File: config.mk
export PLATFORM = sky130hd
export DESIGN_NAME = cooperative_task_scheduler
export DESIGN_NICKNAME = d
export VERILOG_FILES = /design/src/rtl/cts_pkg.sv /design/src/rtl/cts_table_mem.sv /design/src/rtl/cts_entry_unit.sv /design/src/rtl/cooperative_task_scheduler.sv
export SDC_FILE = /design/constraint.sdc
export NUM_CORES = 2
export LEC_CHECK = 0
export ABC_CLOCK_PERIOD_IN_PS = 13800
export BUFFER_PORTS_ARGS = -buffer_cell sky130_fd_sc_hd__buf_2
export CORE_ASPECT_RATIO = 0.6
export CORE_MARGIN = 3
export CORE_UTILIZATION = 62
export DETAILED_ROUTE_END_ITERATION = 8
export GPL_TIMING_DRIVEN = 0
export PLACE_DENSITY = 0.79
export SLEW_MARGIN = 30
export SYNTH_ARGS = -nofsm -noshare
export SYNTH_HDL_FRONTEND = slang
export SYNTH_HIERARCHICAL = 1
export SYNTH_SLANG_ARGS = --single-unit
File: constraint.sdc
create_clock -name clk -period 13.8 [get_ports clk]
set_input_delay 2.76 -clock clk [delete_from_list [all_inputs] [get_ports clk]]
set_output_delay 2.76 -clock clk [all_outputs]
set_load 0.01 [all_outputs]
File: src/rtl/cts_pkg.sv
// ----------------------------------------------------------------------------
// cts_pkg
// Shared types and codes for the cooperative task scheduler: opcodes, result
// status codes, walk kinds and the packed task table entry.
// ----------------------------------------------------------------------------
package cts_pkg;

  // Default table depth and the cap on results per dispatch
  localparam int MAX_TASKS_DEF = 16;
  localparam int MAX_RESULTS   = 16;
  localparam int RES_W         = $clog2(MAX_RESULTS + 1);

  // Operation codes
  localparam logic [2:0] OP_TICK     = 3'd0;
  localparam logic [2:0] OP_ADD      = 3'd1;
  localparam logic [2:0] OP_DELETE   = 3'd2;
  localparam logic [2:0] OP_REPLACE  = 3'd3;
  localparam logic [2:0] OP_DISPATCH = 3'd4;
  localparam logic [2:0] OP_CLEAR    = 3'd5;

  // Result status codes
  localparam logic [1:0] ST_OK        = 2'd0;
  localparam logic [1:0] ST_FULL      = 2'd1;
  localparam logic [1:0] ST_RANGE     = 2'd2;
  localparam logic [1:0] ST_NOT_READY = 2'd3;

  // Kind of table walk handed to the entry unit
  typedef logic [1:0] walk_t;
  localparam walk_t WALK_MOVE = 2'd0;
  localparam walk_t WALK_TICK = 2'd1;
  localparam walk_t WALK_DISP = 2'd2;

  // One task table entry
  typedef struct packed {
    logic [7:0]  id;
    logic [31:0] arg;
    logic [15:0] delay;
    logic [15:0] period;
    logic [7:0]  pending;
  } entry_t;

  // Outcome of one entry visit
  typedef struct packed {
    entry_t upd;
    logic   emit;
    logic   keep;
  } step_t;

endpackage

File: src/rtl/cts_table_mem.sv
// ----------------------------------------------------------------------------
// cts_table_mem
// Task table storage: one write port, one read port with registered data.
// ----------------------------------------------------------------------------
module cts_table_mem
  import cts_pkg::*;
#(
  parameter int DEPTH = MAX_TASKS_DEF,
  parameter int AW    = (DEPTH > 1) ? $clog2(DEPTH) : 1
) (
  input  logic          clk,
  input  logic          we,
  input  logic [AW-1:0] waddr,
  input  entry_t        wdata,
  input  logic [AW-1:0] raddr,
  output entry_t        rdata
);

  entry_t mem [DEPTH];

  // Write the addressed entry
  always_ff @(posedge clk) begin
    if (we) begin
      mem[waddr] <= wdata;
    end
  end

  // Register the read data
  always_ff @(posedge clk) begin
    rdata <= mem[raddr];
  end

endmodule

File: src/rtl/cts_entry_unit.sv
// ----------------------------------------------------------------------------
// cts_entry_unit
// Shared entry update unit: ages an entry on tick, takes one run off it on
// dispatch and decides whether it stays in the table.
// ----------------------------------------------------------------------------
module cts_entry_unit
  import cts_pkg::*;
(
  input  walk_t  kind,
  input  entry_t cur,
  input  logic   may_emit,
  output step_t  res
);

  always_comb begin
    res.upd  = cur;
    res.emit = 1'b0;
    res.keep = 1'b1;
    unique case (kind)
      WALK_TICK: begin
        // Age only entries that carry code
        if (cur.id != 8'd0) begin
          if (cur.delay == 16'd0) begin
            if (cur.pending != 8'hFF) begin
              res.upd.pending = cur.pending + 8'd1;
            end
            if (cur.period != 16'd0) begin
              res.upd.delay = cur.period;
            end
          end else begin
            res.upd.delay = cur.delay - 16'd1;
          end
        end
      end
      WALK_DISP: begin
        // Emit a pending run; drop one-shot entries once run
        if (cur.pending != 8'd0 && may_emit) begin
          res.emit        = 1'b1;
          res.upd.pending = cur.pending - 8'd1;
          res.keep        = (cur.period != 16'd0);
        end
      end
      default: begin
      end
    endcase
  end

endmodule

File: src/rtl/cooperative_task_scheduler.sv
// ----------------------------------------------------------------------------
// cooperative_task_scheduler
// Time-triggered cooperative scheduler over an ordered task table.
// ----------------------------------------------------------------------------
// Add, replace, clear and unused opcodes go from acceptance straight to the
// result state. Tick and delete walk the table entry by entry: every visited
// entry passes through a read state and an update state on the single read
// port of the table memory and the one shared entry unit. Dispatch walks the
// table twice, once to count the runs and removals so that every result
// carries the final count and the last flag, and once to emit and compact;
// it ends after the counting walk when no run is pending, and the emitting
// walk stalls while the output side holds a result. The block takes no new
// item while a walk is in progress. The table needs no clearing after reset;
// only the count is cleared.
// ----------------------------------------------------------------------------
module cooperative_task_scheduler
  import cts_pkg::*;
#(
  parameter int MAX_TASKS = MAX_TASKS_DEF
) (
  input  logic        clk,
  input  logic        rst,
  input  logic        in_valid,
  output logic        in_ready,
  input  logic [2:0]  opcode,
  input  logic [3:0]  position,
  input  logic [7:0]  task_id,
  input  logic [15:0] release_time,
  input  logic [15:0] period,
  input  logic [7:0]  run_count,
  input  logic [31:0] task_arg,
  output logic        out_valid,
  input  logic        out_ready,
  output logic [1:0]  status,
  output logic [7:0]  run_task_id,
  output logic [31:0] run_task_arg,
  output logic        last,
  output logic [4:0]  task_count
);

  localparam int CW = $clog2(MAX_TASKS + 1);
  localparam int IW = (MAX_TASKS > 1) ? $clog2(MAX_TASKS) : 1;
  localparam int PW = (CW > 4) ? CW : 4;

  localparam logic [1:0] S_IDLE = 2'd0;
  localparam logic [1:0] S_READ = 2'd1;
  localparam logic [1:0] S_PROC = 2'd2;
  localparam logic [1:0] S_RESP = 2'd3;

  logic [1:0]       state;
  logic [CW-1:0]    total;
  logic [CW-1:0]    idx;
  logic [CW-1:0]    wptr;
  logic [CW-1:0]    removed;
  walk_t            kind;
  logic             pass2;
  logic [RES_W-1:0] n_total;
  logic [RES_W-1:0] emitted;
  logic [1:0]       rsp_status;

  entry_t           in_entry;
  entry_t           rd_data;
  entry_t           wr_data;
  logic             wr_en;
  logic [IW-1:0]    wr_addr;
  step_t            step;
  logic             may_emit;
  logic             count_only;
  logic             out_free;
  logic             out_load;
  logic             proc_go;
  logic             accept;
  logic             in_range;
  logic [CW-1:0]    idx_inc;
  logic [CW-1:0]    final_cnt;
  logic [CW-1:0]    pos_inc;

  // Table storage and the shared entry unit
  cts_table_mem #(
    .DEPTH (MAX_TASKS),
    .AW    (IW)
  ) u_mem (
    .clk   (clk),
    .we    (wr_en),
    .waddr (wr_addr),
    .wdata (wr_data),
    .raddr (idx[IW-1:0]),
    .rdata (rd_data)
  );

  cts_entry_unit u_unit (
    .kind     (kind),
    .cur      (rd_data),
    .may_emit (may_emit),
    .res      (step)
  );

  // Decode the handshake and walk conditions
  assign in_ready   = (state == S_IDLE);
  assign accept     = in_valid && in_ready;
  assign out_free   = !out_valid || out_ready;
  assign count_only = (kind == WALK_DISP) && !pass2;
  assign may_emit   = (pass2 ? emitted : n_total) < RES_W'(MAX_RESULTS);
  assign proc_go    = (state == S_PROC) && (!(pass2 && step.emit) || out_free);
  assign out_load   = (proc_go && pass2 && step.emit) || (state == S_RESP && out_free);
  assign in_range   = PW'(position) < PW'(total);
  assign idx_inc    = idx + CW'(1);
  assign pos_inc    = CW'(position) + CW'(1);
  assign final_cnt  = total - removed;

  assign in_entry.id      = task_id;
  assign in_entry.arg     = task_arg;
  assign in_entry.delay   = release_time;
  assign in_entry.period  = period;
  assign in_entry.pending = run_count;

  // Select the table write: an item's entry, or a walk's updated entry
  always_comb begin
    wr_en   = 1'b0;
    wr_addr = wptr[IW-1:0];
    wr_data = step.upd;
    if (accept && opcode == OP_ADD && total < CW'(MAX_TASKS)) begin
      wr_en   = 1'b1;
      wr_addr = total[IW-1:0];
      wr_data = in_entry;
    end else if (accept && opcode == OP_REPLACE && in_range) begin
      wr_en   = 1'b1;
      wr_addr = IW'(position);
      wr_data = in_entry;
    end else if (proc_go && !count_only && step.keep) begin
      wr_en = 1'b1;
    end
  end

  // Sequence operations and table walks
  always_ff @(posedge clk) begin
    if (rst) begin
      state     <= S_IDLE;
      total     <= '0;
      out_valid <= 1'b0;
    end else begin
      // Drop a taken result unless a new one loads this cycle
      if (out_valid && out_ready && !out_load) begin
        out_valid <= 1'b0;
      end
      unique case (state)
        S_IDLE: begin
          if (accept) begin
            pass2   <= 1'b0;
            n_total <= '0;
            emitted <= '0;
            removed <= '0;
            unique case (opcode)
              OP_TICK: begin
                kind       <= WALK_TICK;
                rsp_status <= ST_OK;
                idx        <= '0;
                wptr       <= '0;
                state      <= (total != '0) ? S_READ : S_RESP;
              end
              OP_ADD: begin
                state <= S_RESP;
                if (total < CW'(MAX_TASKS)) begin
                  rsp_status <= ST_OK;
                  total      <= total + CW'(1);
                end else begin
                  rsp_status <= ST_FULL;
                end
              end
              OP_DELETE: begin
                kind <= WALK_MOVE;
                idx  <= pos_inc;
                wptr <= CW'(position);
                if (!in_range) begin
                  rsp_status <= ST_RANGE;
                  state      <= S_RESP;
                end else if (pos_inc == total) begin
                  rsp_status <= ST_OK;
                  total      <= total - CW'(1);
                  state      <= S_RESP;
                end else begin
                  rsp_status <= ST_OK;
                  state      <= S_READ;
                end
              end
              OP_REPLACE: begin
                rsp_status <= in_range ? ST_OK : ST_RANGE;
                state      <= S_RESP;
              end
              OP_DISPATCH: begin
                kind <= WALK_DISP;
                idx  <= '0;
                wptr <= '0;
                if (total == '0) begin
                  rsp_status <= ST_NOT_READY;
                  state      <= S_RESP;
                end else begin
                  rsp_status <= ST_OK;
                  state      <= S_READ;
                end
              end
              OP_CLEAR: begin
                rsp_status <= ST_OK;
                total      <= '0;
                state      <= S_RESP;
              end
              default: begin
                rsp_status <= ST_OK;
                state      <= S_RESP;
              end
            endcase
          end
        end
        S_READ: begin
          state <= S_PROC;
        end
        S_PROC: begin
          if (proc_go) begin
            // Count runs and removals, or emit and compact
            if (count_only) begin
              if (step.emit) begin
                n_total <= n_total + RES_W'(1);
              end
              if (!step.keep) begin
                removed <= removed + CW'(1);
              end
            end else begin
              if (step.keep) begin
                wptr <= wptr + CW'(1);
              end
              if (pass2 && step.emit) begin
                out_valid    <= 1'b1;
                status       <= ST_OK;
                run_task_id  <= rd_data.id;
                run_task_arg <= rd_data.arg;
                last         <= (emitted == n_total - RES_W'(1));
                task_count   <= 5'(final_cnt);
                emitted      <= emitted + RES_W'(1);
              end
            end
            // Advance to the next entry or finish the walk
            if (idx_inc == total) begin
              if (kind == WALK_DISP) begin
                if (pass2) begin
                  total <= final_cnt;
                  state <= S_IDLE;
                end else if (n_total == '0 && !step.emit) begin
                  rsp_status <= ST_NOT_READY;
                  state      <= S_RESP;
                end else begin
                  pass2 <= 1'b1;
                  idx   <= '0;
                  wptr  <= '0;
                  state <= S_READ;
                end
              end else begin
                if (kind == WALK_MOVE) begin
                  total <= total - CW'(1);
                end
                state <= S_RESP;
              end
            end else begin
              idx   <= idx_inc;
              state <= S_READ;
            end
          end
        end
        S_RESP: begin
          // Hand out the single result of the operation
          if (out_free) begin
            out_valid    <= 1'b1;
            status       <= rsp_status;
            run_task_id  <= '0;
            run_task_arg <= '0;
            last         <= 1'b1;
            task_count   <= 5'(total);
            state        <= S_IDLE;
          end
        end
        default: begin
          state <= S_IDLE;
        end
      endcase
    end
  end

  // The count never passes the table depth
  a_total_bound: assert property (@(posedge clk) disable iff (rst)
    total <= CW'(MAX_TASKS))
    else $error("task count beyond table depth");

  // Compaction never writes ahead of the entry being read
  a_compact_order: assert property (@(posedge clk) disable iff (rst)
    (state == S_PROC && !count_only) |-> (wptr <= idx))
    else $error("compaction write ahead of read");

  // The emitting pass never gives more results than the counting pass found
  a_emit_bound: assert property (@(posedge clk) disable iff (rst)
    (state == S_PROC && pass2 && step.emit) |-> (emitted < n_total))
    else $error("dispatch emitted more runs than counted");

  // A finished dispatch leaves the table at the counted size
  a_disp_count: assert property (@(posedge clk) disable iff (rst)
    (proc_go && pass2 && idx_inc == total) |=> (total == $past(final_cnt)))
    else $error("dispatch left wrong task count");

endmodule

==> key figures <==
Floorplanning
  • Die ar.: 95800 um2
  • Die Span Y: 241 um
  • I/O pin count: around 140
  • Starting Density: 63.1%
  • Die X: between 300 and 400 um
  • Core ar.: 90400 um2
  • Core Rows: 85

Routing
  • Drt wl/cell: 32.9 um
  • Final WL: 151000 um
  • DR vias/cell: 6.85
  • Post-route ant nets: 0
  • DR pass1 iterations: 8
  • Initial detailed-routing violation count: 4711
  • Via Count: around 31000
  • DRC viols: 0

Run
  • # Max-Cap Violations: 0

Worst hold path
  • HP Class: register to register

Synth
  • Distinct cell type count after synthesis: 89
  • Syn_area_per_cell: 20.1 um2
  • Synth async-reset ratio: 0%
  • Net Count, Synth: between 2000 and 3000
  • Seq cells post-synth: 1445
  • Cells after Synth: 2839
  • Most used flip-flop cell after synthesis: edfxtp_1
  • Post-Synthesis Cell Area: around 57000 um2
  • Sequential fraction of the synthesis area: 74.6%
  • Syn. warnings: 6
  • EDFF count, synth: approximately 1400

CTS
  • Clk sinks: 1445
  • Clock root buffer master: clkbuf_16
  • H-tree depth: 4
  • Clock latency on the worst-skew pair: 0.76 ns
  • CTS tree: done
  • CTS buffer count: 130
  • CTS max path bufs: 3
  • # hold bufs at CTS: 0
  • Post_cts resized: 0
  • CTS clk-pin slew, worst paths: roughly 0.060 ns
  • Post-CTS Setup Bufs: 0

Timing
  • RSZ-0062 raised after global routing: no
  • Setup TNS: 0 ns
  • Final Hold Viols: 0
  • Setup WS post-layout: 6.93 ns
  • Final slew viol count: 0
  • Slew margin rel.: between 20% and 30%
  • Post-layout min period: around 7 ns
  • Worst Tran Pin Value: 1.09 ns
  • Fmax: ~150 MHz
  • Final setup viols: 0
  • Crit share post-route: 49.8%
  • Post-Route Skew: 0.0328 ns

Cells and area
  • Layout cells sized above 1: about 29%
  • Final core occ: 73.3%
  • Post-route cell area: between 60000 and 70000 um2
  • Synthesis-to-layout area growth: 16.2%
  • Layout Nets: ~3400

Global route
  • Initial antenna violation count: 3
  • Total GRT Usage: 32.3%
  • Largest net degree at the start of global routing: 18
  • Total grt overflow: 0
  • Global-route wire length before repair: about 220000 um
  • Vias in the first global route: 31382

Power
  • Worst IR Drop VDD: approximately 0.13 mV
  • Leak pwr: about 0.022 uW
  • PD cells: 150 nW/um2

Critical path
  • Worst Path Arrival: about 7.3 ns
  • CP Max Fanout: 10
  • CP Launch Type: input port
  • WS Path Type: input port to register
  • Worst Path Required: 14.25 ns
  • Crit. End Element: register

Placement
  • DP Area: 61800 um2
  • Buffers on Ports: 138
  • Setup WS pre-CTS: 6.36 ns
  • Placer congestion estimate: 0.881
  • DPL Wire Length: 97100 um

Outcome
  • Status: complete, no violations
==> cells in the mapped netlist, drive strengths merged (5+ instances only) <==
cell	number	share of area, %
a211oi	7	0.092
a21oi	22	0.19
a22oi	163	2.1
a32oi	5	0.077
and2	48	0.53
and3	7	0.077
buf	145	1.8
clkbuf	61	0.40
dfxtp	88	3.1
edfxtp	1357	71
ha	26	0.57
inv	24	0.16
mux2	83	1.6
mux2i	9	0.16
mux4	320	13
nand2	119	0.80
nand2b	12	0.13
nand3	24	0.21
nand4	9	0.13
nor2	67	0.45
nor2b	12	0.13
nor3	23	0.21
nor3b	7	0.11
nor4	12	0.17
o211ai	6	0.079
o21ai	37	0.32
o22ai	9	0.099
o311ai	7	0.11
o31ai	7	0.092
o41ai	5	0.12
or2	7	0.086
or3	7	0.077
or4	6	0.099
xnor2	20	0.31
xor2	20	0.32
==> worst paths after layout <==
path,start,to,slack (ns),cells past startpoint
worst max-delay path,position[1],u_mem/mem[0][13]$_DFFE_PP_,6.93,16
worst min-delay path,u_mem/rdata[52]$_DFF_P_,run_task_arg[12]$_SDFFCE_PN0P_,0.54,1
worst min register to register,u_mem/rdata[52]$_DFF_P_,run_task_arg[12]$_SDFFCE_PN0P_,0.54,1
worst max register to register,total[1]$_SDFFE_PP0P_,u_mem/mem[0][13]$_DFFE_PP_,8.00,17
==> cells in the final DEF (no fill, tap or decap), drive strengths merged, types with 26 or more instances in the layout <==
master / instances
clkbuf: 243
nor2: 67
clkinv: 31
ha: 26
mux4: 320
dfxtp: 88
inv: 33
buf: 426
o21ai: 37
a22oi: 163
and2: 48
nand2: 119
edfxtp: 1357
mux2: 83
==> cell type report <==
cell class	count	area (um2)
Antenna cell	3	7.51
Buffer	206	1240
Clock buffer	182	3620
Clock inverter	58	768
Fill cell	5082	24100
Inverter	24	90.1
Multi-Input combinational cell	1164	13300
Sequential cell	1445	42500
Tap cell	1218	1520
Timing Repair Buffer	281	3190
==> flip-flops by register name (all words and copies together) (netlist names), 5 cells and up <==
signal and cells:
emitted 5, run_task_arg 32, u_mem/mem 1280, removed 5, task_count 5, total 5
n_total 5, u_mem/rdata 80, idx 5, run_task_id 8
==> kinds of logic after synthesis <==
kind of cell	after synthesis	synth area share, %
flops	1445	74.6
fa+ha+maj	27	0.606
buf+inv	230	2.32
compound gates	308	3.95
mux	412	14.4
simple gates	377	3.50
xor+xnor	40	0.628
==> report_power, final <==
group	switching (uW)	total (uW)	internal (uW)	leakage (uW)
sequential	78.6	5160	5090	0.0130
combinational	644	1010	367	0.00680
clock	1590	3740	2150	0.00214
total	2310	9910	7600	0.0220
==> critical path, stage by stage <==
cell and delay [ns]:
buf_2 0.15, ha_1 0.29, nor2b_1 0.12, o21ai_1 0.16, a211oi_1 0.14, nor4b_4 0.53
or2_1 0.20, buf_4 0.35, buf_6 0.27, o21bai_1 0.24, or3b_1 0.57, nor3_2 0.60
buf_4 0.29, buf_4 0.21, buf_4 0.20, buf_4 0.20
==> layer usage <==
| layer | global-route usage (%) | vias up | part of all wire (%) |
|---|---|---|---|
| li1 | - | 12525 | - |
| met1 | 47.5 | 16151 | 38 |
| met2 | 47.9 | 2364 | 45 |
| met3 | 8.26 | 345 | 13 |
| met4 | 11.8 | 2 | 3.3 |
| met5 | 0 | - | 0.0053 |
==> per-stage QoR <==
step	hold WS, ns	total power, uW	std cells
final	0.535	9910	4581
after CTS	0.535	9920	4577
after detailed placement	0.521	6230	4337
after floorplan	0.508	5860	2839
after global routing	0.555	10200	4579
after global placement	0.516	6150	4195
(Power assumes the default switching activity.)
